[config.mk]
export PLATFORM = sky130hd
export DESIGN_NAME = adsr_envelope_generator
export DESIGN_NICKNAME = d
export VERILOG_FILES = /design/src/adsreg_pkg.sv /design/src/adsr_envelope_generator.sv /design/src/adsreg_level.sv
export SDC_FILE = /design/constraint.sdc
export NUM_CORES = 2
export LEC_CHECK = 0
export BUFFER_PORTS_ARGS = -buffer_cell sky130_fd_sc_hd__buf_2
export CAP_MARGIN = 0
export CORE_MARGIN = 4
export CORE_UTILIZATION = 35
export CTS_CLUSTER_SIZE = 30
export DETAILED_ROUTE_END_ITERATION = 7
export PLACE_DENSITY = 0.61
export SKIP_LAST_GASP = 1
export SLEW_MARGIN = 20
export SYNTH_ARGS = -nofsm -noshare
export SYNTH_HDL_FRONTEND = slang
export SYNTH_SLANG_ARGS = --single-unit
[constraint.sdc]
create_clock -name clk -period 13.53 [get_ports clk]
set_input_delay 1.353 -clock clk [delete_from_list [all_inputs] [get_ports clk]]
set_output_delay 1.353 -clock clk [all_outputs]
set_load 0.005 [all_outputs]
[src/adsreg_pkg.sv]
`default_nettype none

package adsreg_pkg;

	localparam int unsigned CFG_DATA_W = 25;
	localparam int unsigned RECIP_W    = 25;
	localparam int unsigned LEN_W      = 16;
	localparam int unsigned LVL_W      = 8;
	localparam int unsigned TICK_W     = 32;
	localparam int unsigned FRAC_W     = 24;
	localparam int unsigned PROD1_W    = LVL_W + LEN_W;
	localparam int unsigned PROD2_W    = PROD1_W + RECIP_W;

	typedef enum logic [1:0] {
		FUNC_QUERY    = 2'd0,
		FUNC_GATE_ON  = 2'd1,
		FUNC_GATE_OFF = 2'd2,
		FUNC_ADVANCE  = 2'd3
	} func_t;

	typedef enum logic [2:0] {
		REG_PEAK_VOLUME   = 3'd0,
		REG_ATTACK_LEN    = 3'd1,
		REG_DECAY_LEN     = 3'd2,
		REG_SUSTAIN_LEVEL = 3'd3,
		REG_RELEASE_LEN   = 3'd4,
		REG_ATTACK_RECIP  = 3'd5,
		REG_DECAY_RECIP   = 3'd6,
		REG_RELEASE_RECIP = 3'd7
	} reg_index_t;

	localparam logic [1:0] PH_HELD     = 2'd0;
	localparam logic [1:0] PH_RELEASED = 2'd1;
	localparam logic [1:0] PH_OFF      = 2'd2;

	typedef enum logic [1:0] {
		MODE_FIXED,
		MODE_ATTACK,
		MODE_DECAY,
		MODE_RELEASE
	} env_mode_t;

	typedef struct packed {
		env_mode_t            mode;
		logic [PROD1_W-1:0]   prod;
		logic [LVL_W-1:0]     e_fix;
	} env_cmd_t;

	typedef struct packed {
		logic [TICK_W-1:0] start_stamp;
		logic [TICK_W-1:0] release_stamp;
		logic [1:0]        phase;
	} voice_row_t;

	localparam voice_row_t ROW_RESET = '{
		start_stamp:   '0,
		release_stamp: '0,
		phase:         PH_OFF
	};

endpackage

`default_nettype wire

[src/adsr_envelope_generator.sv]
`default_nettype none

// Multi-voice ADSR envelope generator. One word in gives one word out: voice memory
// read on acceptance, envelope segment selection with the first multiply, multiply by
// the segment reciprocal, then volume scaling into the output register. The input stays
// stalled until the word has reached the output register, which holds it while the
// output is stalled; the next word is taken while it waits. Voice state sits in one
// memory row per voice, with a valid bit per row so reset needs no clearing pass.
// Configuration must be written only while no word is in flight; this is not enforced.

module adsr_envelope_generator #(
	parameter int unsigned VOICES = 8
) (
	input  wire logic                                 clk,
	input  wire logic                                 arst_n,
	input  wire logic                                 cfg_wr_en,
	input  wire logic [2:0]                           cfg_index,
	input  wire logic [adsreg_pkg::CFG_DATA_W-1:0]    cfg_data,
	input  wire logic                                 in_valid,
	output logic                                      in_stall,
	input  wire logic [1:0]                           func,
	input  wire logic [2:0]                           voice,
	input  wire logic                                 pitch_changed,
	output logic                                      out_valid,
	input  wire logic                                 out_stall,
	output logic [adsreg_pkg::LVL_W-1:0]              level,
	output logic [1:0]                                voice_phase
);

	import adsreg_pkg::*;

	localparam int unsigned IW = (VOICES > 1) ? $clog2(VOICES) : 1;

	typedef enum logic [1:0] {
		ST_IDLE,
		ST_EVAL,
		ST_MUL,
		ST_FIN
	} state_t;

	state_t                  state_q;
	logic [LVL_W-1:0]        peak_volume_q;
	logic [LEN_W-1:0]        attack_len_q;
	logic [LEN_W-1:0]        decay_len_q;
	logic [LVL_W-1:0]        sustain_level_q;
	logic [LEN_W-1:0]        release_len_q;
	logic [RECIP_W-1:0]      attack_recip_q;
	logic [RECIP_W-1:0]      decay_recip_q;
	logic [RECIP_W-1:0]      release_recip_q;
	logic [TICK_W-1:0]       now_ticks_q;

	voice_row_t              mem [VOICES];
	logic [VOICES-1:0]       row_vld_q;

	voice_row_t              rd_row_s1;
	logic                    rd_vld_s1;
	func_t                   func_s1;
	logic [IW-1:0]           idx_s1;
	logic                    voice_ok_s1;
	logic                    pitch_s1;
	logic [1:0]              phase_s2;
	logic [1:0]              phase_s3;
	func_t                   func_s3;
	env_cmd_t                cmd_s2;

	logic                    in_accept;
	logic [IW-1:0]           in_idx;
	voice_row_t              row_eff;
	voice_row_t              new_row;
	logic                    mem_wr;
	env_cmd_t                cmd_eval;
	logic [1:0]              phase_eval;
	logic [TICK_W-1:0]       t_held;
	logic [TICK_W-1:0]       u_rel;
	logic [LEN_W:0]          a_plus_d;
	logic [LVL_W-1:0]        span;
	logic [LVL_W-1:0]        mul_a;
	logic [LEN_W-1:0]        mul_b;
	logic [LVL_W-1:0]        level_fin;
	logic                    out_free;

	assign in_accept = in_valid && !in_stall;
	assign in_stall  = (state_q != ST_IDLE);
	assign in_idx    = IW'(voice);
	assign out_free  = !out_valid || !out_stall;

	always_ff @(posedge clk or negedge arst_n) begin
		if (!arst_n) begin
			peak_volume_q   <= 8'd255;
			attack_len_q    <= '0;
			decay_len_q     <= '0;
			sustain_level_q <= '0;
			release_len_q   <= '0;
			attack_recip_q  <= '0;
			decay_recip_q   <= '0;
			release_recip_q <= '0;
		end else if (cfg_wr_en) begin
			unique case (reg_index_t'(cfg_index))
				REG_PEAK_VOLUME:   peak_volume_q   <= cfg_data[LVL_W-1:0];
				REG_ATTACK_LEN:    attack_len_q    <= cfg_data[LEN_W-1:0];
				REG_DECAY_LEN:     decay_len_q     <= cfg_data[LEN_W-1:0];
				REG_SUSTAIN_LEVEL: sustain_level_q <= cfg_data[LVL_W-1:0];
				REG_RELEASE_LEN:   release_len_q   <= cfg_data[LEN_W-1:0];
				REG_ATTACK_RECIP:  attack_recip_q  <= cfg_data[RECIP_W-1:0];
				REG_DECAY_RECIP:   decay_recip_q   <= cfg_data[RECIP_W-1:0];
				REG_RELEASE_RECIP: release_recip_q <= cfg_data[RECIP_W-1:0];
				default: ;
			endcase
		end
	end

	always_ff @(posedge clk) begin
		if (in_accept) begin
			rd_row_s1 <= mem[in_idx];
		end
		if (mem_wr) begin
			mem[idx_s1] <= new_row;
		end
	end

	always_ff @(posedge clk) begin
		if (in_accept) begin
			func_s1     <= func_t'(func);
			idx_s1      <= in_idx;
			voice_ok_s1 <= (32'(voice) < 32'(VOICES));
			pitch_s1    <= pitch_changed;
			rd_vld_s1   <= row_vld_q[in_idx];
		end
		if (state_q == ST_EVAL) begin
			cmd_s2   <= cmd_eval;
			phase_s2 <= phase_eval;
		end
		if (state_q == ST_MUL) begin
			phase_s3 <= phase_s2;
			func_s3  <= func_s1;
		end
	end

	always_comb begin
		row_eff    = rd_vld_s1 ? rd_row_s1 : ROW_RESET;
		new_row    = row_eff;
		mem_wr     = 1'b0;
		t_held     = now_ticks_q - row_eff.start_stamp;
		u_rel      = now_ticks_q - row_eff.release_stamp;
		a_plus_d   = {1'b0, attack_len_q} + {1'b0, decay_len_q};
		span       = (peak_volume_q > sustain_level_q) ? (peak_volume_q - sustain_level_q) : '0;
		mul_a      = '0;
		mul_b      = '0;
		cmd_eval.mode  = MODE_FIXED;
		cmd_eval.e_fix = '0;
		if (voice_ok_s1) begin
			case (func_s1)
				FUNC_GATE_ON: begin
					new_row.phase = PH_HELD;
					if (pitch_s1) begin
						new_row.start_stamp = now_ticks_q;
					end
					mem_wr = 1'b1;
				end
				FUNC_GATE_OFF: begin
					if (row_eff.phase == PH_HELD) begin
						new_row.phase         = PH_RELEASED;
						new_row.release_stamp = now_ticks_q;
					end
					new_row.start_stamp = now_ticks_q;
					mem_wr = 1'b1;
				end
				FUNC_QUERY: begin
					if (row_eff.phase == PH_HELD) begin
						if (t_held < TICK_W'(attack_len_q)) begin
							cmd_eval.mode = MODE_ATTACK;
							mul_a = peak_volume_q;
							mul_b = t_held[LEN_W-1:0];
						end else if (t_held < TICK_W'(a_plus_d)) begin
							cmd_eval.mode = MODE_DECAY;
							mul_a = span;
							mul_b = t_held[LEN_W-1:0] - attack_len_q;
						end else begin
							cmd_eval.e_fix = sustain_level_q;
						end
					end else if (row_eff.phase == PH_RELEASED) begin
						if (u_rel < TICK_W'(release_len_q)) begin
							cmd_eval.mode = MODE_RELEASE;
							mul_a = sustain_level_q;
							mul_b = release_len_q - u_rel[LEN_W-1:0];
						end else begin
							new_row.phase = PH_OFF;
							mem_wr = 1'b1;
						end
					end
				end
				default: ;
			endcase
		end
		mem_wr = mem_wr && (state_q == ST_EVAL);
		cmd_eval.prod = {{LEN_W{1'b0}}, mul_a} * {{LVL_W{1'b0}}, mul_b};
		if (voice_ok_s1 && (new_row.phase == PH_HELD || new_row.phase == PH_RELEASED)) begin
			phase_eval = new_row.phase;
		end else begin
			phase_eval = PH_OFF;
		end
	end

	adsreg_level u_level (
		.clk           (clk),
		.load          (state_q == ST_MUL),
		.cmd           (cmd_s2),
		.peak_volume   (peak_volume_q),
		.attack_recip  (attack_recip_q),
		.decay_recip   (decay_recip_q),
		.release_recip (release_recip_q),
		.level         (level_fin)
	);

	always_ff @(posedge clk or negedge arst_n) begin
		if (!arst_n) begin
			state_q     <= ST_IDLE;
			now_ticks_q <= '0;
			row_vld_q   <= '0;
			out_valid   <= 1'b0;
			level       <= '0;
			voice_phase <= PH_OFF;
		end else begin
			if (out_valid && !out_stall && state_q != ST_FIN) begin
				out_valid <= 1'b0;
			end
			unique case (state_q)
				ST_IDLE: begin
					if (in_accept) begin
						state_q <= ST_EVAL;
					end
				end
				ST_EVAL: begin
					if (func_s1 == FUNC_ADVANCE) begin
						now_ticks_q <= now_ticks_q + TICK_W'(1);
					end
					if (mem_wr) begin
						row_vld_q[idx_s1] <= 1'b1;
					end
					state_q <= ST_MUL;
				end
				ST_MUL: begin
					state_q <= ST_FIN;
				end
				ST_FIN: begin
					if (out_free) begin
						out_valid   <= 1'b1;
						level       <= level_fin;
						voice_phase <= phase_s3;
						state_q     <= ST_IDLE;
					end
				end
				default: state_q <= ST_IDLE;
			endcase
		end
	end

	assert property (@(posedge clk) disable iff (!arst_n)
		in_valid && !in_stall |=> in_stall)
		else $error("input taken while a word is in flight");

	assert property (@(posedge clk) disable iff (!arst_n)
		in_valid && !in_stall |=> ##2 state_q == ST_FIN)
		else $error("word did not reach the final stage in time");

	assert property (@(posedge clk) disable iff (!arst_n)
		state_q == ST_FIN && func_s3 != FUNC_QUERY |-> level_fin == '0)
		else $error("non-query word produced a level");

	assert property (@(posedge clk) disable iff (!arst_n)
		out_valid |-> voice_phase != 2'd3)
		else $error("reserved phase code reported");

endmodule

`default_nettype wire

[src/adsreg_level.sv]
`default_nettype none

module adsreg_level (
	input  wire logic                             clk,
	input  wire logic                             load,
	input  wire adsreg_pkg::env_cmd_t             cmd,
	input  wire logic [adsreg_pkg::LVL_W-1:0]     peak_volume,
	input  wire logic [adsreg_pkg::RECIP_W-1:0]   attack_recip,
	input  wire logic [adsreg_pkg::RECIP_W-1:0]   decay_recip,
	input  wire logic [adsreg_pkg::RECIP_W-1:0]   release_recip,
	output logic      [adsreg_pkg::LVL_W-1:0]     level
);

	import adsreg_pkg::*;

	logic [RECIP_W-1:0]      recip;
	logic [PROD2_W-1:0]      prod2;
	logic [RECIP_W-1:0]      drop_s3;
	env_mode_t               mode_s3;
	logic [LVL_W-1:0]        e_fix_s3;
	logic [LVL_W-1:0]        env;
	logic [LVL_W-1:0]        env_sat;
	logic [2*LVL_W-1:0]      scaled;
	logic [LVL_W-1:0]        lvl_raw;

	always_comb begin
		case (cmd.mode)
			MODE_ATTACK:  recip = attack_recip;
			MODE_DECAY:   recip = decay_recip;
			MODE_RELEASE: recip = release_recip;
			default:      recip = '0;
		endcase
		prod2 = {{RECIP_W{1'b0}}, cmd.prod} * {{PROD1_W{1'b0}}, recip};
	end

	always_ff @(posedge clk) begin
		if (load) begin
			drop_s3  <= prod2[PROD2_W-1:FRAC_W];
			mode_s3  <= cmd.mode;
			e_fix_s3 <= cmd.e_fix;
		end
	end

	always_comb begin
		env_sat = (drop_s3 > RECIP_W'(255)) ? 8'd255 : drop_s3[LVL_W-1:0];
		case (mode_s3)
			MODE_ATTACK, MODE_RELEASE: env = env_sat;
			MODE_DECAY: env = (drop_s3 < RECIP_W'(peak_volume)) ?
				(peak_volume - drop_s3[LVL_W-1:0]) : '0;
			default: env = e_fix_s3;
		endcase
		scaled  = {{LVL_W{1'b0}}, peak_volume} * {{LVL_W{1'b0}}, env};
		lvl_raw = scaled[2*LVL_W-1:LVL_W];
		level   = (lvl_raw <= LVL_W'(2)) ? '0 : lvl_raw;
	end

endmodule

`default_nettype wire
# After elaboration in Yosys (flattened, before gate mapping)
# Memories as Yosys holds them, arrays and structs flattened. A register that Yosys moved wholly into a read port is not among the register bits.
# Cells that the tools add are included.
# W data, S select, Z words.
# classes
bitwise_logic	3
mul	3
n_mux	48
eq_ne	24
magnitude_cmp	10
n_addsub	8
n_reduce_logical	31
# ops
operator	count
$mux W16	6
$mux W8	10
$pmux W25 S3	1
$mux W66	1
$lt A32 B16 Y1	2
$mux W32	2
$pmux W32 S2	1
$sub A32 B32 Y32	2
$mul A24 B25 Y49	1
$mux W34	1
$add A32 B1 Y32 const B	1
$lt A32 B17 Y1	1
$sub A16 B16 Y16	2
$gt A25 B8 Y1 const B	1
$lt A25 B8 Y1	1
$mul A8 B16 Y24	1
$reduce_and A2 Y1	12
$mux W2	10
$add A16 B16 Y17	1
$eq A2 B2 Y1 const B	8
$mul A8 B8 Y16	1
$pmux W8 S2	1
$sub A8 B8 Y8	2
$eq A2 B1 Y1 const B	6
other kinds (24)	52
# word_totals
ff_bits	272
elab_cells	154
in_bits	39
output_inout_bits	12
ram_bits	528
memories	1
# memory_table
name	words	width	rd	rd_clocked_by_memory_dff	write_ports	line_no	rtl
mem	8	66	1	1	1	adsr_envelope_generator.sv:52	voice_row_t mem [VOICES];

# Depth between registers and ports, before layout
# logic_depth
ltp_word	10
depth_mapped	49

# Hierarchy
# A second synthesis with hierarchy kept.
# hier_totals
cells_unflattened	5664
hier_area_um2	65811.9
# by_module_without_submodules
mod	n_inst	seq_area_each_um2	cells_per_inst	area_per_inst_um2
adsr_envelope_generator	1	24004.3	3144	42947.4
adsreg_level	1	1051.0	2520	22864.4

# Worst setup path after synthesis
# OpenSTA, ideal clock, no wires.
# synth_path
path_kind	register to register
from	register rd_vld_s1
to	register cmd_s2[31] (netlist name) (data pin)
synth_period_minus_slack_ns	10.495
path_buffers	3
required_ns	13.270
arrival_ns	10.235
setup_slack_ns	3.035
path_stages_with_launch	47
path_cell_list	edfxtp_1 clkbuf_1 clkbuf_1 and2_1 ha_1 inv_1 fa_1 a211oi_1 nor2_1 o31ai_1 o211ai_1 and3_1 o21ai_0 nand2b_1 xor2_1 ha_1 a21o_1 a2111oi_0 [11 not listed] fa_1 inv_1 fa_1 inv_1 fa_1 inv_1 ha_1 a21boi_0 o21ai_0 a21oi_1 o21a_1 o31a_1 o41ai_1 o21ai_0 o41a_1 a21o_1 a21oi_1 xnor2_1
# synth_rtl
element	line_no	rtl
start, declared	adsr_envelope_generator.sv:56	logic rd_vld_s1;
start signal, assigned	adsr_envelope_generator.sv:127	rd_vld_s1 <= row_vld_q[in_idx];
end signal, assigned	adsr_envelope_generator.sv:130	cmd_s2 <= cmd_eval;
end, declared	adsr_envelope_generator.sv:64	env_cmd_t cmd_s2;

==> results.tsv <==
stage	metric	value	unit
cts	Hold-fix buffers, CTS	0	
timing	Slew Limit Fails	0	
die	# IOs	51	
grt	met2 Use GR	29.4	%
timing	RSZ-0062 raised after global routing	no	
worst_setup_path	Worst Setup End Kind	flip-flop	
logic_synthesis	Post-Syn Instances	5544	
worst_setup_path	critical path class	reg2reg	
grt	vias in the first global route	44500	
grt	grt met3 use	2.66	%
logic_synthesis	Yosys cell types	91	
grt	met1 GRT Util	23.7	%
logic_synthesis	synth cell count leaders	798 x inv_1, 689 x nand2_1, 674 x edfxtp_1	
placement	pre-CTS setup slack	1420	ps
cells_and_area	share of layout cells above drive strength 1	12.1	%
cts	Bufs on Longest Clock Path	3	
die	die area	193000	um^2
drt	via count	42000	
placement	gpl congestion	0.894	
grt	largest net degree at the start of global routing	96	
worst_setup_path	CP Launch Point	rd_vld_s1	
die	Die H	439	um
timing	worst-margin pin slew	1130	ps
cts	htree depth	3	
logic_synthesis	Syn Nets	6637	
cts	CTS resizes	0	
cts	clock sinks	866	
logic_synthesis	YS warnings	0	
die	Core Area	184000	um^2
timing	Setup Skew	44.8	ps
worst_setup_path	WP data required	13970	ps
drt	drt first-iter violations	2911	
drt	drt drc	0	
drt	drt wl/cell	20.7	um
cts	clock latency on the worst-skew pair	710	ps
drt	final wirelength	168000	um
die	initial core utilization	35.3	%
timing	Final setup viols	0	
timing	Tcrit/Tclk final	90.6	%
logic_synthesis	Mean Syn Cell Area	11.7	um^2
worst_setup_path	CP arrival	12690	ps
cells_and_area	Filler Cells Inserted	17700	
worst_setup_path	most used cell, CP	fa_1	
timing	Final Hold Violating Endpoints	0	
logic_synthesis	synthesized area	65000	um^2
logic_synthesis	main flop type after synthesis	edfxtp_1	
worst_setup_path	CP max FO	95	
logic_synthesis	Yosys top cell area share	31.2	%
cts	CTS tree	yes	
run	max_cap viols	0	
cts	CTS clk-pin slew, worst paths	60	ps
grt	busiest grt layer	met2	
drt	remaining antenna violation count	0	
drt	total iterations of the first detailed-routing run	6	
cells_and_area	fin nets	6630	
cells_and_area	Area growth syn-to-layout	9.67	%
logic_synthesis	Yosys top cell by area	edfxtp_1	
logic_synthesis	register area share after synthesis	38.6	%
worst_setup_path	CP peak stage delay	790	ps
min_path	Hold Path Origin	cmd_s2[6]	
worst_setup_path	FF-to-FF Start	rd_vld_s1	
logic_synthesis	synth top area cells	edfxtp_1 31%, fa_1 19%, ha_1 8.2%	
logic_synthesis	ys async rst share	22.2	%
logic_synthesis	count leader, synth	inv_1	
worst_setup_path	startpoint types	flip-flop	
timing	Final Critical Period	12260	ps
placement	DP HPWL	116000	um
cts	CTS Root Cell	clkbuf_16	
drt	vias per cell	5.19	
cts	TritonCTS buffer count	94	
timing	Worst Setup Slack, final	1270	ps
grt	Global Route Usage Sum	17.5	%
grt	first-pass GRT wire length	263000	um
timing	slew margin rel.	24.7	%
die	Rows	157	
outcome	status	finished, final reports clean	
logic_synthesis	number of synthesized flops with an enable pin	674	
grt	final global-route overflow total	0	
timing	fmax	81.6	MHz
worst_setup_path	slowest cell on the critical path	nor3_2	
min_path	hold crit path type	reg2reg	
placement	IO buf count	50	
timing	Setup TNS	0	ps
cts	setup bufs post-CTS	0	
logic_synthesis	post-synthesis register bit count	866	
die	Chip Width	439	um
grt	initial antenna violation count	12	
==> layer usage <==
metal	vias to the layer above	share of wire [%]
li1	18700	-
met3	283	6.0
met4	8	2.6
met1	21700	43
met5	-	0.034
met2	1255	48
==> layout by cell type, fill, tap and decap left out, types with 14 or more instances in the layout <==
cell       instances
nor2b_1           38
nor2_1           166
xnor2_1          102
a21o_1            72
buf_2             46
buf_4             79
or2_2             18
mux2_2           201
a32o_1            30
ha_1             423
a22o_1            23
fa_1             629
nand2_1          689
o21bai_1          22
nand4_1           34
clkbuf_1          20
nor3_1            44
a21oi_1          134
edfxtp_1         674
o21ai_0          155
o211ai_1          14
a31oi_1           15
dfrtp_1          183
xor2_1            56
clkbuf_16         97
and2_1           268
mux4_2           134
and3_1            24
o21a_1            49
inv_1            798
nor4_1            15
nand2b_1          39
nand3_1           51
clkinv_1          23
==> worst paths after layout <==
check	to	cells after the start	slack, ps
setup / recovery	cmd_s2[31]	41	1270
hold / removal	u_level.e_fix_s3[6]	0	420
setup reg to reg	cmd_s2[31]	41	1270
hold reg to reg	u_level.e_fix_s3[6]	0	420
max in group asynchronous	decay_recip_q[8]	2	11460
min in group asynchronous	now_ticks_q[21]	1	610
==> worst max-delay path, delay by kind of cell (launching register included) <==
| kind | cells | cell delay (ps) |
|---|---|---|
| AND/OR/NAND/NOR | 10 | 2820 |
| buffers and inverters | 4 | 600 |
| XOR/XNOR | 2 | 230 |
| AO/OA/AOI/OAI | 18 | 4720 |
| flip-flops | 1 | 390 |
| adder cells (fa/ha/maj) | 7 | 3220 |
==> registers in the layout, indices dropped and copies added (netlist names), 2 cells and up <==
name and cells:
rd_row_s1 66, sustain_level_q 8, release_recip_q 25, level 8
voice_phase 2, row_vld_q 8, u_level.drop_s3 25, attack_recip_q 25
peak_volume_q 8, attack_len_q 16, phase_s3 2, u_level.mode_s3 2
state_q 2, phase_s2 2, mem 528, decay_len_q 16
idx_s1 3, now_ticks_q 32, cmd_s2 34, release_len_q 16
func_s1 2, decay_recip_q 25, u_level.e_fix_s3 8
==> cell type report <==
class / count / area, um^2 / share of cell area [%]
tap: 2464 / 3080 / 4.33
timing repair buffer: 129 / 885 / 1.24
multi-input combinational: 3647 / 36100 / 50.7
clock buffer: 120 / 2540 / 3.57
clock inverter: 56 / 527 / 0.739
inverter: 799 / 3000 / 4.21
antenna: 2 / 5.00 / 0.00703
sequential: 866 / 25100 / 35.2
==> logic make-up (layout without fill, tap and decap cells) <==
family,count (synthesis),in the layout,share of synthesized area (%)
AOI/OAI and AO/OA,660,660,7.08
xor gates and xnor gates,158,158,2.13
adders and majority gates,1054,1054,27.6
buffers and inverters,1031,1104,5.98
DFF,866,866,38.6
muxes,340,340,8.21
other,0,2,0
and+or+nand+nor,1435,1435,10.5
==> stage by stage <==
| stage | area, um^2 | hold WS, ps | util (%) | std cells |
|---|---|---|---|---|
| after floorplan | 65000 | 400 | - | 5544 |
| final | 71200 | 416 | 38.7 | 8083 |
| after global routing | 71200 | 421 | 38.7 | 8081 |
| after detailed placement | 68200 | 405 | 37.1 | 7905 |
| after global placement | 68200 | 408 | 37.1 | 7905 |
| after CTS | 71200 | 416 | 38.7 | 8081 |
Power is left out: the tool's default activity adds up to more than one toggle a clock period on the data nets, which glitch-free logic cannot reach.
